===== src/rtl/skht_pkg.sv =====
// Package for the string-key hash table: widths, status codes, controller commands.
// No dependencies.
`timescale 1ns / 1ps
package skht_pkg;
    localparam int TABLE_SLOTS = 256;
    localparam int KEY_BYTES   = 32;
    localparam int VALUE_BITS  = 32;
    localparam logic [31:0] HASH_START = 32'd5381;
    localparam int HASH_SHIFT  = 5;

    localparam logic [1:0] KIND_INSERT = 2'd0;
    localparam logic [1:0] KIND_FIND   = 2'd1;
    localparam logic [1:0] KIND_ERASE  = 2'd2;
    localparam logic [1:0] KIND_NOP    = 2'd3;

    localparam logic [2:0] ST_INSERTED  = 3'd0;
    localparam logic [2:0] ST_UPDATED   = 3'd1;
    localparam logic [2:0] ST_FULL      = 3'd2;
    localparam logic [2:0] ST_FOUND     = 3'd3;
    localparam logic [2:0] ST_NOT_FOUND = 3'd4;
    localparam logic [2:0] ST_ERASED    = 3'd5;
    localparam logic [2:0] ST_TOO_LONG  = 3'd6;
    localparam logic [2:0] ST_BAD_VALUE = 3'd7;

    // controller -> datapath
    typedef struct packed {
        logic take_byte;  // buffer and hash the input byte
        logic clr_key;    // return key state to reset
        logic ld_slot;    // probe slot, home slot <- hash modulo slot count
        logic rd_slot;    // read slot value / length at probe slot
        logic clr_cmp;    // compare index <- 0
        logic rd_cmp;     // read stored key byte and buffered byte at compare index
        logic nxt_cmp;    // compare index + 1
        logic nxt_slot;   // advance probe slot
        logic wr_new;     // write length, value; count up
        logic wr_key;     // write key byte at compare index into probe slot
        logic wr_upd;     // overwrite value
        logic wr_del;     // clear slot, count down
        logic clr_next;   // clearing pass: clear value at sweep index
        logic set_res;    // capture result
        logic [2:0] res_status;
        logic res_value;  // report stored value
    } t_cmd;

    // datapath -> controller
    typedef struct packed {
        logic overflow;
        logic bad_value;
        logic full_count;
        logic slot_empty;
        logic len_match;
        logic len_zero;
        logic byte_match;
        logic cmp_done;   // compare index reached key length
        logic circle_done;
        logic clear_done;
    } t_sts;
endpackage


===== src/rtl/skht_ctrl.sv =====
// Controller state machine for the string-key hash table.
// Depends on skht_pkg.
`timescale 1ns / 1ps
module skht_ctrl (
    input  logic                i_clk,
    input  logic                i_rst_n,
    input  logic                i_in_valid,
    input  logic [1:0]          i_kind,
    input  logic                i_last,
    input  logic                i_out_busy,
    output logic                o_in_ready,
    output skht_pkg::t_cmd      o_cmd,
    input  skht_pkg::t_sts      i_sts
);
    localparam logic [3:0] S_CLEAR  = 4'd0;
    localparam logic [3:0] S_IDLE   = 4'd1;
    localparam logic [3:0] S_DECIDE = 4'd2;
    localparam logic [3:0] S_RDSLOT = 4'd3;
    localparam logic [3:0] S_SLOT   = 4'd4;
    localparam logic [3:0] S_RDCMP  = 4'd5;
    localparam logic [3:0] S_CMP    = 4'd6;
    localparam logic [3:0] S_WRKEY  = 4'd7;
    localparam logic [3:0] S_DONE   = 4'd8;

    logic [3:0] r_state, n_state;
    logic [1:0] r_kind, n_kind;

    always_ff @(posedge i_clk) begin
        if (!i_rst_n) begin
            r_state <= S_CLEAR;
            r_kind  <= skht_pkg::KIND_INSERT;
        end else begin
            r_state <= n_state;
            r_kind  <= n_kind;
        end
    end

    assign o_in_ready = (r_state == S_IDLE);

    always_comb begin
        n_state = r_state;
        n_kind  = r_kind;
        o_cmd   = '0;
        case (r_state)
            S_CLEAR: begin
                o_cmd.clr_next = 1'b1;
                if (i_sts.clear_done) n_state = S_IDLE;
            end
            S_IDLE: begin
                if (i_in_valid) begin
                    o_cmd.take_byte = 1'b1;
                    if (i_last) begin
                        n_kind = i_kind;
                        n_state = S_DECIDE;
                    end
                end
            end
            S_DECIDE: begin
                if (r_kind == skht_pkg::KIND_NOP) begin
                    o_cmd.clr_key = 1'b1;
                    n_state = S_IDLE;
                end else if (i_out_busy) begin
                    n_state = S_DECIDE;
                end else if (i_sts.overflow) begin
                    o_cmd.set_res = 1'b1;
                    o_cmd.res_status = skht_pkg::ST_TOO_LONG;
                    n_state = S_DONE;
                end else if (r_kind == skht_pkg::KIND_INSERT && i_sts.bad_value) begin
                    o_cmd.set_res = 1'b1;
                    o_cmd.res_status = skht_pkg::ST_BAD_VALUE;
                    n_state = S_DONE;
                end else if (r_kind == skht_pkg::KIND_INSERT && i_sts.full_count) begin
                    o_cmd.set_res = 1'b1;
                    o_cmd.res_status = skht_pkg::ST_FULL;
                    n_state = S_DONE;
                end else begin
                    o_cmd.ld_slot = 1'b1;
                    n_state = S_RDSLOT;
                end
            end
            S_RDSLOT: begin
                o_cmd.rd_slot = 1'b1;
                o_cmd.clr_cmp = 1'b1;
                n_state = S_SLOT;
            end
            S_SLOT: begin
                if (i_sts.slot_empty) begin
                    if (r_kind == skht_pkg::KIND_INSERT) begin
                        o_cmd.wr_new = 1'b1;
                        n_state = S_WRKEY;
                    end else begin
                        o_cmd.set_res = 1'b1;
                        o_cmd.res_status = skht_pkg::ST_NOT_FOUND;
                        n_state = S_DONE;
                    end
                end else if (i_sts.len_match) begin
                    n_state = i_sts.len_zero ? S_CMP : S_RDCMP;
                end else begin
                    o_cmd.nxt_slot = 1'b1;
                    n_state = S_RDSLOT;
                    if (i_sts.circle_done) begin
                        o_cmd.nxt_slot = 1'b0;
                        o_cmd.set_res = 1'b1;
                        o_cmd.res_status = (r_kind == skht_pkg::KIND_INSERT)
                            ? skht_pkg::ST_FULL : skht_pkg::ST_NOT_FOUND;
                        n_state = S_DONE;
                    end
                end
            end
            S_RDCMP: begin
                // fetch stored and buffered byte at the compare index
                o_cmd.rd_cmp = 1'b1;
                n_state = S_CMP;
            end
            S_CMP: begin
                if (i_sts.cmp_done) begin
                    o_cmd.set_res = 1'b1;
                    n_state = S_DONE;
                    case (r_kind)
                        skht_pkg::KIND_INSERT: begin
                            o_cmd.wr_upd = 1'b1;
                            o_cmd.res_status = skht_pkg::ST_UPDATED;
                        end
                        skht_pkg::KIND_FIND: begin
                            o_cmd.res_value = 1'b1;
                            o_cmd.res_status = skht_pkg::ST_FOUND;
                        end
                        default: begin
                            o_cmd.wr_del = 1'b1;
                            o_cmd.res_status = skht_pkg::ST_ERASED;
                        end
                    endcase
                end else if (i_sts.byte_match) begin
                    o_cmd.nxt_cmp = 1'b1;
                    n_state = S_RDCMP;
                end else if (i_sts.circle_done) begin
                    o_cmd.set_res = 1'b1;
                    o_cmd.res_status = (r_kind == skht_pkg::KIND_INSERT)
                        ? skht_pkg::ST_FULL : skht_pkg::ST_NOT_FOUND;
                    n_state = S_DONE;
                end else begin
                    o_cmd.nxt_slot = 1'b1;
                    n_state = S_RDSLOT;
                end
            end
            S_WRKEY: begin
                if (i_sts.cmp_done) begin
                    o_cmd.set_res = 1'b1;
                    o_cmd.res_status = skht_pkg::ST_INSERTED;
                    n_state = S_DONE;
                end else begin
                    o_cmd.wr_key = 1'b1;
                    o_cmd.nxt_cmp = 1'b1;
                end
            end
            S_DONE: begin
                o_cmd.clr_key = 1'b1;
                n_state = S_IDLE;
            end
            default: n_state = S_IDLE;
        endcase
    end
endmodule


===== config.mk =====
export PLATFORM = sky130hd
export DESIGN_NAME = skht_ctrl
export DESIGN_NICKNAME = d
export VERILOG_FILES = /design/src/rtl/skht_pkg.sv /design/src/rtl/skht_ctrl.sv
export SDC_FILE = /design/constraint.sdc
export NUM_CORES = 1
export LEC_CHECK = 0
export BUFFER_PORTS_ARGS = -buffer_cell sky130_fd_sc_hd__buf_2
export CORE_UTILIZATION = 49
export DETAILED_ROUTE_END_ITERATION = 12
export PLACE_DENSITY = 0.87
export SETUP_SLACK_MARGIN = 0.3
export SYNTH_ARGS = -nofsm -noshare
export SYNTH_HDL_FRONTEND = slang
export SYNTH_SLANG_ARGS = --single-unit

===== constraint.sdc =====
create_clock -name i_clk -period 2.29 [get_ports i_clk]
set_input_delay 0.229 -clock i_clk [delete_from_list [all_inputs] [get_ports i_clk]]
set_output_delay 0.229 -clock i_clk [all_outputs]
set_load 0.005 [all_outputs]

# ---- After elaboration in Yosys (flattened, before gate mapping)
# Cells that the tools add are included.
dict set report totals {
  mem_bits_rw 0
  output_inout_bits 19
  romBits 0
  register_bits 6
  latchBits 0
  n_memories 0
}
dict set report op_classes {
  n_mux 64
  div_mod_pow 0
  shifts 0
  addsub 0
  reduce_logical 7
  n_lt_le_gt_ge 0
  n_mul 0
  n_eq_ne 14
  n_bitwise 0
}
# operator count
set ops {}
lappend ops {{2-to-1 mux 4 bit} 27}
lappend ops {{one-hot mux 4 bit (8 select lines)} 1}
lappend ops {{2-to-1 mux 1 bit} 25}
lappend ops {{== test 4 x 3 -> 1 bit, second input constant} 4}
lappend ops {{one-hot mux 4 bit (4 select lines)} 1}
lappend ops {{2-to-1 mux 2 bit} 5}
lappend ops {{== test 4 x 2 -> 1 bit, second input constant} 2}
lappend ops {{!= test 2 bit, second input constant} 4}
lappend ops {{one-hot mux 1 bit (2 select lines)} 3}
lappend ops {{one-hot mux 3 bit (2 select lines)} 1}
lappend ops {{== test 4 x 1 -> 1 bit, second input constant} 1}
lappend ops {{== test 4 bit, second input constant} 1}
lappend ops {{logical NOT 4 bit} 1}
lappend ops {{AND reduction 4 bit} 1}
lappend ops {{2-to-1 mux 3 bit} 1}
lappend ops {{AND reduction 3 bit} 1}
lappend ops {{== test 2 x 1 -> 1 bit, second input constant} 1}
lappend ops {{== test 2 bit, second input constant} 1}
lappend ops {{logical AND 1 bit} 2}
lappend ops {{logical NOT 2 bit} 1}
lappend ops {{OR reduction 2 bit} 1}

# ---- Depth between registers and ports, before layout
# Gate-level depths: netlist (run 1).
dict set report logic_depth {
  ltp_word 8
  mapped_depth 5
}

# ---- Least setup slack after synthesis (run 1)
# OpenSTA, ideal clock, no wires.
dict set report synth_timing {
  path_kind {flip-flop to output port}
  startpoint {reg r_state[0]}
  endpoint {out o_cmd[2] (netlist bit)}
  stages_incl_launch_ff 6
  t_arrival_ps 1330
  path_buffers 1
  required_time_ps 2061
  path_slack_ps 731
  cell_sequence {dfxtp_1 -> or4b_1 -> buf_2 -> nor3_2 -> o211a_1 -> or3_1}
}
# element line
set synth_lines {}
lappend synth_lines {{from (decl)} skht_ctrl.sv:25} ;# logic [3:0] r_state, n_state;
lappend synth_lines {{from (signal assigned)} skht_ctrl.sv:33} ;# r_state <= n_state;
lappend synth_lines {{to (decl)} skht_ctrl.sv:12} ;# output skht_pkg::t_cmd o_cmd,

==> summary.txt, run 1 <==
CTS
  – Worst-Skew Late Latency: 240 ps
  – CTS sink cnt: 6
  – CTS clk-pin slew, worst paths: 40 ps
  – Bufs on Longest Clock Path: 2
  – CTS tree: done
  – Root Buffer: clkbuf_4
  – Htree depth: 1
  – CTS buffer count: 3

Floorplan
  – # rows: 13
  – Vert. Die Dim: 41.08 µm
  – IO Pins: 36
  – Core box area: 1366 µm²
  – Chip Width: 41.08 µm
  – Die area: 1687 µm²
  – Initial core utilization: 0.5476

Global route
  – First-pass GRT wire length: 2.670 mm
  – Global route overflow: 0
  – Largest net degree at the start of global routing: 14
  – Gr usage total: 0.2363
  – Antenna violations before repair: 0
  – Vias in the first global route: 659

Routing
  – Drt via density: 5.930
  – Drt wl/cell: 13.46 µm
  – Final WL: 2.113 mm
  – DR iter-0 viols: 28
  – Post-route DRC violation count: 0
  – Post-route ant nets: 0
  – Pre-antenna DRT Iters: 4
  – Via count: 931

Layout
  – Share of cells above drive strength 1: 0.3944
  – Filler cells: 113
  – Inserted Diodes: 0
  – Area grow syn2layout: 33.28%
  – # nets final: 161

Pwr
  – Power share of the combinational group: 0.258
  – Int Power: 198.7 µW
  – Sw power: 81.57 µW
  – Seq pwr share: 0.409
  – Max rail drop VDD: 0.0002664 V
  – Net Sw Frac: 0.2911
  – Clk pwr share: 0.333
  – P_leak: 0.0004939 µW
  – Power density over the cells: 281.0 nW/µm²

Timing
  – Least-Margin Pin Slew: 447.2 ps
  – Min Tclk post-route: 1930 ps
  – Hold Fails Final Rpt: 0
  – Fmax: 0.5180 GHz
  – RSZ-0062 raised after global routing: no
  – TNS Setup: 0 ps
  – Max Slew Vio Count: 0
  – Setup ws final: 359.6 ps
  – Worst rel slew slack: 0.7007
  – Final period util: 0.8429
  – Skew final: 0.2351 ps
  – Hold_ws: 243.6 ps
  – Final setup fails: 0

Hold path
  – Hold crit path type: primary input to flop
  – Hold depth: 3
  – Worst hold path startpoint: i_kind[1]

Placed design
  – Number of port buffers: 35
  – Routability Congestion: 0.8584
  – Setup WS pre-CTS: 394.0 ps
  – DPL Wire Length: 1.516 mm

Synth
  – Synthesized area: 748.2 µm²
  – Async SR Flop Fraction: 0
  – #FFs+latches synth: 6
  – Post-synth top area cell: dfxtp_1
  – Top post-synthesis cells by area: dfxtp_1, nor2_1, nand2b_1
  – Syn. warnings: 0
  – Number of synthesized flops with an enable pin: 0
  – Synth top area share: 0.1605
  – Synthesized area per cell: 6.993 µm²
  – Sequential-to-total area share from yosys stat: 0.1605
  – Mapped Cells: 107
  – Count leader, synth: nor2_1
  – Syn nets: 124
  – Most used DFF post-synth: dfxtp_1
  – Netlist cell types: 41
  – Most common library cells after synthesis: nor2_1, nand2_1, nand2b_1

Critical path
  – Worst EP arrival: 1700 ps
  – Worst Setup SP: r_state[2]
  – Slowest CP cell: dfxtp_4
  – Top cell family by delay on the critical path: simple AND/OR/NAND/NOR gates
  – Critical Path Start Type: flop
  – CP max stage delay: 380 ps
  – CP max FO: 13
  – Setup slack, reg-to-reg: 760 ps
  – CP Cell Sequence: nor2b_1 -> nor4b_2 -> buf_4 -> o211a_1 -> or3_1 -> buf_2
  – Worst Path Required: 2060 ps
  – R2R depth: 4
  – R2r startpoint: r_state[1]
  – Crit. End Element: output port
  – Critical path type: flop to output port
  – Buf/Inv on CP: 2
  – Stages on worst setup path: 6

Run status
  – Status: finished clean

Flow run
  – Max cap viols: 0
==> layer usage <==
layer,wire length [µm],part of all wire,GRT usage
met2,1074,0.51,0.4102
met5,0,0,0
met1,938,0.44,0.3010
met3,89,0.042,0.01087
met4,11,0.0052,0.09167
==> state kept, by name (all words and copies together) (netlist names) <==
| register | cells |
|---|---|
| r_kind | 2 |
| r_state | 4 |
==> cells in the final DEF, fill, tap and decap left out, types with 2 or more instances in the layout <==
master,count
nor3_1,5
nor2b_1,6
a21o_1,2
nor3b_1,4
clkbuf_4,3
inv_1,5
o21bai_1,2
and2_1,2
or3b_1,2
o21a_1,2
buf_2,35
mux2i_1,2
nor4b_2,2
a21oi_1,5
and3_1,2
nor3_2,2
nand2_1,7
o211ai_1,2
nand2b_1,6
a31oi_1,2
nor2_1,12
a2bb2oi_1,2
buf_4,4
o21ai_0,3
dfxtp_4,4
==> metrics by stage <==
step                        util  area [µm²]  std cells  power, µW
final                     0.7299       997.2        157      280.2
after CTS                 0.7005       957.2        154      287.4
after global routing      0.7299       997.2        157      293.4
after floorplan                -       748.2        107      153.7
after detailed placement  0.6694       914.6        151      186.7
after global placement    0.6694       914.6        151      184.6
==> final timing paths <==
| path | to |
|---|---|
| min | r_kind[1] |
| max | o_cmd[2] |
| min reg2reg | r_kind[1] |
| max reg2reg | r_state[0] |
==> logic make-up after synthesis <==
logic type      after synthesis  share of synthesized area
simple gates                 58                     0.4616
compound gates               29                     0.2793
buf+inv                      12                    0.07192
flops                         6                     0.1605
mux                           2                    0.02676
==> timing repair <==
item                                    in CTS  in global routing
pin swaps                                    0                  1
endpoints found under the setup margin       4                  2
gates cloned                                 0                  0
hold endpoints to repair                     0                  0
hold buffers                                 0                  0
setup buffers                                0                  3
resized for setup                            7                  6
==> power by group through the flow <==
stage / registers [µW] / logic [µW] / clock network (µW)
floorplan: 112 / 41.6 / 0
global placement: 118 / 66.7 / 0
finish: 115 / 72.2 / 93.4
global route: 115 / 78.5 / 99.7
CTS: 117 / 70.1 / 100
detailed placement: 118 / 68.3 / 0
==> cell type report <==
cell class | count | area [µm²] | share of cell area
Multi-Input combinational cell | 89 | 595.6 | 0.5972
Tap cell | 15 | 18.77 | 0.01882
Clock buffer | 3 | 22.52 | 0.02258
Timing Repair Buffer | 39 | 205.2 | 0.2058
Inverter | 5 | 18.77 | 0.01882
Sequential cell | 6 | 136.4 | 0.1368
==> worst reg2reg max path: stages (launching register included) <==
cell and delay, ps:
dfxtp_4 390, or4b_4 570, buf_4 170, a21o_1 160, a31oi_1 160
(Power assumes the default switching activity.)
==> inputs of run 2 (changes only) <==
- ABC_AREA: unset -> 1
- CORE_ASPECT_RATIO: unset -> 1.2
- CORE_UTILIZATION: 49 -> 45
- PLACE_DENSITY: 0.87 -> 0.81
- clock period: 2.29 -> 1.8 ns (I/O delays scaled with it)
==> run 2 against run 1 <==
  * Die area rose by 11%
  * Cell count rose by 27%
  * Power rose by 130%
  * Sequential share of layout area fell by 2.8 points
  * Design area rose by 23%
  * Global-route usage rose by 2.5 points
  * Sequential cell count did not move
  * Critical path type unchanged
  * Non-clock buffer count rose by 12
  * Utilization rose by 2.8 points
  * Via count rose by 14%
  * Worst hold slack got worse by 46 ps
  * Largest power group is now combinational logic
  * Sequential power rose by 50%
==> summary.txt, run 2 <==
Global route
  – M3 GR Usage: 0.01422
  – GR peak layer: met2
  – First-pass GRT wire length: 3.312 mm
  – Gr usage total: 0.2615
  – Met2 Use GR: 0.5016
  – Global route overflow: 0
  – Antenna violations before repair: 0
  – Grt met1 use: 0.2764
  – Vias in the first global route: 831
  – Largest net degree at the start of global routing: 8

Routing
  – DR iter-0 viols: 35
  – Post-route DRC violation count: 0
  – Pre-antenna DRT Iters: 4
  – Via count: 1064
  – Final WL: 2.688 mm
  – Drt wl/cell: 13.51 µm
  – Post-route ant nets: 0
  – Drt via density: 5.347

Hold path
  – Hold crit path type: primary input to flop
  – Min-Delay Endpoint: r_kind[0]
  – Worst hold path startpoint: i_kind[0]
  – Hold depth: 3

Critical path
  – Critical Path Start Type: flop
  – Setup slack, reg-to-reg: 250 ps
  – Slowest CP cell: dfxtp_4
  – R2R Path End: r_state[0]
  – CP Cell Sequence: inv_4 -> nor2_4 -> buf_6 -> buf_4 -> buf_4 -> buf_4 -> nand3_2 -> nand2_1 -> buf_2
  – CP max FO: 3
  – Worst EP arrival: 1510 ps
  – Crit. End Element: output port
  – CP max stage delay: 370 ps
  – R2r startpoint: r_state[1]
  – Top cell family by delay on the critical path: buffers and inverters
  – Buf/Inv on CP: 6
  – R2R depth: 11
  – Critical path type: flop to output port
  – Crit-path most repeated cell: buf_4
  – Worst Path Required: 1620 ps

Layout
  – Largest regs: r_state x4, r_kind x2
  – Most frequent cells in the layout: buf_2, nand2_1, inv_1, nor2_1, buf_4
  – Share of cells above drive strength 1: 0.5414
  – Inserted Diodes: 0
  – Post-layout util: 0.7577
  – # nets final: 200
  – Most flops, register: r_state
  – Filler cells: 131
  – Area grow syn2layout: 59.94%
  – Most common cell after layout, fill and taps aside: buf_2
  – Number of flip-flops under the largest register name: 4
  – Design area: 1229 µm²

Synth
  – Most used DFF post-synth: dfxtp_1
  – Synthesized area per cell: 6.002 µm²
  – Synth top area share: 0.1564
  – Number of synthesized flops with an enable pin: 0
  – Async SR Flop Fraction: 0
  – #FFs+latches synth: 6
  – Netlist cell types: 24
  – Synthesized area: 768.2 µm²
  – Most common library cells after synthesis: nand2_1, inv_1, nor2_1
  – Syn. warnings: 0
  – Mapped Cells: 128
  – Top post-synthesis cells by area: dfxtp_1, nand2_1, inv_1
  – Post-synth top area cell: dfxtp_1
  – Sequential-to-total area share from yosys stat: 0.1564
  – Count leader, synth: nand2_1
  – Syn nets: 145

Timing
  – Worst rel slew slack: 0.8372
  – Hold_ws: 197.2 ps
  – Max Slew Vio Count: 0
  – Hold Fails Final Rpt: 0
  – Min Tclk post-route: 1685 ps
  – Setup ws final: 114.9 ps
  – Final setup fails: 0
  – Final period util: 0.9362
  – TNS Setup: 0 ps
  – Fmax: 0.5934 GHz
  – RSZ-0062 raised after global routing: yes
  – Least-Margin Pin Slew: 241.5 ps
  – Skew final: 9.626 ps

CTS
  – Worst-Skew Late Latency: 250 ps
  – Root Buffer: clkbuf_4
  – Htree depth: 1
  – CTS tree: done
  – CTS sink cnt: 6
  – CTS buffer count: 3
  – Bufs on Longest Clock Path: 2
  – CTS clk-pin slew, worst paths: 50 ps

Placed design
  – Cell area after placement: 958.4 µm²
  – Setup WS pre-CTS: 361.2 ps
  – Routability Congestion: 0.9197
  – DPL Wire Length: 1.553 mm
  – Number of port buffers: 35

Floorplan
  – Die area: 1877 µm²
  – Core box area: 1622 µm²
  – # rows: 16
  – Vert. Die Dim: 47.26 µm
  – Initial core utilization: 0.4738
  – IO Pins: 36
  – Chip Width: 39.72 µm

Pwr
  – Max rail drop VDD: 0.0004240 V
  – P_leak: 0.0007061 µW
  – Power density over the cells: 517.7 nW/µm²

Flow run
  – Max cap viols: 0

Run status
  – Status: finished clean
## run 2: cell types whose count changed in the layout (fill, tap and decap cells not counted), sizes merged, moves of 3 or more
cell    delta
buf       +12
nand2b     -7
nor2b      -6
nand3     +13
nor2      +12
nand2     +30
nor3b      -3
inv       +19
## run 2: power by group
| part | switching (µW) | total, µW | internal (µW) | leakage [µW] |
|---|---|---|---|---|
| logic | 191 | 334 | 143 | 0.000640 |
| registers | 25.6 | 173 | 148 | 0.0000520 |
| clock network | 53.3 | 129 | 75.7 | 0.0000138 |
| total | 270 | 636 | 366 | 0.000706 |
## run 2: timing repair
item | 4_1_cts | 5_1_grt
buffers inserted | 11 | 5
hold buffers | 0 | 0
endpoints found under the setup margin | 11 | 14
pin swaps | 6 | 11
resized for setup | 15 | 13
## run 2: cell families after synthesis
group / count (synthesis) / share of synthesized area
simple gates: 82 / 0.5879
compound gates: 15 / 0.1287
flops: 6 / 0.1564
buf+inv: 25 / 0.1270
## run 2: worst min-delay path: stages
cell,delay [ps]
buf_2,100
nand3_1,70
a21oi_1,60
## run 2: final cells by class
type	count	area [µm²]	share of cell area
Clock buffer	3	22.52	0.01833
Tap cell	18	22.52	0.01833
Sequential cell	6	133.9	0.1090
Timing Repair Buffer	51	315.3	0.2566
Multi-Input combinational cell	97	641.9	0.5224
Inverter	24	92.59	0.07536
## run 2: per-stage QoR
step                total power [µW]  instances
floorplan                      330.0        128
global placement               396.9        180
detailed placement             402.0        180
CTS                            591.2        194
global route                   673.8        199
finish                         636.1        199
## run 2: worst max path at each step
stage                     from  slack (ps)  cells after the start         to
finish              r_state[1]         110                      9  o_cmd[16]
global route        r_state[1]          70                      9  o_cmd[16]
CTS                 r_state[1]         140                      9   o_cmd[3]
detailed placement  r_state[2]         360                      9   o_cmd[3]
global placement    r_state[2]         370                      9   o_cmd[3]
floorplan           r_state[2]         530                      8   o_cmd[3]
## run 2: layer usage
| layer | vias up | share of wire | wire [µm] |
|---|---|---|---|
| li1 | 514 | - | - |
| met1 | 494 | 0.39 | 1058 |
| met2 | 48 | 0.54 | 1449 |
| met3 | 8 | 0.041 | 109 |
| met4 | 0 | 0.026 | 70 |
| met5 | - | 0 | 0 |
==> inputs of run 3 (changes only) <==
- CORE_MARGIN: unset -> 2
==> run 3 against run 2 <==
  * Die area is 9.5% higher
  * Clock-buffer cell count stayed put
  * Clock power hardly changed
  * Combinational power is 10% higher
  * Worst setup slack worse by 36 ps
  * Register-to-register slack better by 40 ps
  * Critical path depth is 3 lower
  * Critical path type unchanged
  * Highest routed layer unchanged
==> summary.txt, run 3 (synthesized netlist as in run 2, its figures left out) <==
Run status
  – Status: finished clean

Pwr
  – Max rail drop VDD: 0.0004244 V
  – Int Power: 387.4 µW
  – Power share of the combinational group: 0.553
  – Sw power: 280.2 µW
  – P_leak: 0.0007642 µW
  – Seq pwr share: 0.259
  – Power density over the cells: 489.5 nW/µm²
  – Net Sw Frac: 0.4197
  – Clk pwr share: 0.188
  – Tot Pwr: 667.6 µW

Floorplan
  – Initial core utilization: 0.4738
  – Chip Width: 41.72 µm
  – Die area: 2055 µm²
  – Vert. Die Dim: 49.26 µm
  – Core box area: 1622 µm²
  – IO Pins: 36
  – # rows: 16

Global route
  – Global route overflow: 0
  – Antenna violations before repair: 0
  – Gr usage total: 0.2502
  – Largest net degree at the start of global routing: 8
  – First-pass GRT wire length: 4.064 mm
  – Vias in the first global route: 987

Layout
  – Inserted Diodes: 0
  – Largest regs: r_state x4, r_kind x2
  – Most common cell after layout, fill and taps aside: buf_2
  – Number of flip-flops under the largest register name: 4
  – # nets final: 207
  – Area grow syn2layout: 77.52%
  – Most flops, register: r_state
  – Filler cells: 96
  – Most frequent cells in the layout: buf_2, nand2_1, inv_1, nor2_1, buf_4
  – Post-layout util: 0.8410
  – Share of cells above drive strength 1: 0.5851

Routing
  – Post-route DRC violation count: 0
  – Drt via density: 5.447
  – Post-route ant nets: 0
  – Via count: 1122
  – Final WL: 3.118 mm
  – DR iter-0 viols: 42
  – Pre-antenna DRT Iters: 4
  – Drt wl/cell: 15.14 µm

Hold path
  – Min-Delay Endpoint: r_state[3]
  – Worst hold path startpoint: i_rst_n
  – Hold crit path type: primary input to flop
  – Hold depth: 3

Timing
  – Skew final: 7.890 ps
  – Least-Margin Pin Slew: 306.2 ps
  – Final setup fails: 0
  – Hold Fails Final Rpt: 0
  – Worst rel slew slack: 0.7958
  – Min Tclk post-route: 1721 ps
  – Final period util: 0.9560
  – Max Slew Vio Count: 0
  – RSZ-0062 raised after global routing: yes
  – Fmax: 0.5811 GHz
  – TNS Setup: 0 ps

Critical path
  – Critical path type: flop to output port
  – R2R depth: 9
  – CP max FO: 5
  – Worst EP arrival: 1540 ps
  – R2r startpoint: r_state[3]
  – R2R Path End: r_kind[1]
  – Crit. End Element: output port
  – Setup slack, reg-to-reg: 290 ps
  – Worst Path Required: 1620 ps
  – Critical Path Start Type: flop

CTS
  – Root Buffer: clkbuf_4
  – CTS tree: done
  – Bufs on Longest Clock Path: 2
  – Htree depth: 1
  – Worst-Skew Late Latency: 250 ps
  – CTS sink cnt: 6
  – CTS clk-pin slew, worst paths: 50 ps
  – CTS buffer count: 3

Placed design
  – DPL Wire Length: 1.693 mm
  – Routability Congestion: 0.9308
  – Number of port buffers: 35

Flow run
  – Max cap viols: 0
[run 3: cell count changes in the layout (fill, tap and decap cells not counted), sizes merged]
cell,change
buf,+7
[run 3: worst max-delay path by stage]
stage / startpoint / endpoint / slack, ps / cells after the start
6_report: r_state[3] / o_cmd[2] / 80 / 6
5_1_grt: r_state[2] / o_cmd[3] / 4 / 9
4_1_cts: r_state[2] / o_cmd[3] / 180 / 9
3_5_place_dp: r_state[2] / o_cmd[3] / 330 / 9
3_3_place_gp: r_state[2] / o_cmd[3] / 370 / 9
2_1_floorplan: r_state[2] / o_cmd[3] / 530 / 8
[run 3: stage by stage]
step	setup slack (ps)	hold slack, ps	instances	area, µm²
after floorplan	529.5	277.6	128	768.2
after global placement	370.5	433.6	180	958.4
after detailed placement	332.6	434.6	180	958.4
after CTS	181.4	184.1	194	1147
after global routing	4.359	221.6	206	1364
final	79.26	200.6	206	1364
[run 3: cell type report]
type,count,area [µm²],share of cell area
clock buffer,3,22.52,0.01651
inverter,24,102.6,0.07523
multi-input combinational,97,678.2,0.4972
sequential,6,140.1,0.1028
tap,18,22.52,0.01651
timing repair buffer,58,397.9,0.2917
[run 3: worst max-delay path: stages (launching register included)]
cell and delay [ps]:
dfxtp_4 370, nor2_4 190, nand2_4 120, nor3_4 230, nor2_1 80, o211ai_1 170
buf_2 140
[run 3: repair_timing]
action,in CTS,in global routing
resized for setup,19,33
setup endpoints to repair,11,13
buffers inserted,11,12
hold buffers,0,0
pin swaps,7,17
[run 3: per-layer routing]
layer	wire length (µm)	vias up	GRT usage
met5	0	-	0
met4	106	0	0.1237
met3	167	16	0.03333
met2	1702	54	0.4844
met1	1142	523	0.2522
li1	-	529	-
[run 3: power groups by stage]
| stage | logic [µW] | clock network [µW] | registers, µW |
|---|---|---|---|
| 6_report | 369 | 126 | 173 |
| 5_1_grt | 396 | 135 | 173 |
| 4_1_cts | 291 | 128 | 171 |
| 3_5_place_dp | 236 | 0 | 169 |
| 3_3_place_gp | 231 | 0 | 168 |
| 2_1_floorplan | 165 | 0 | 165 |
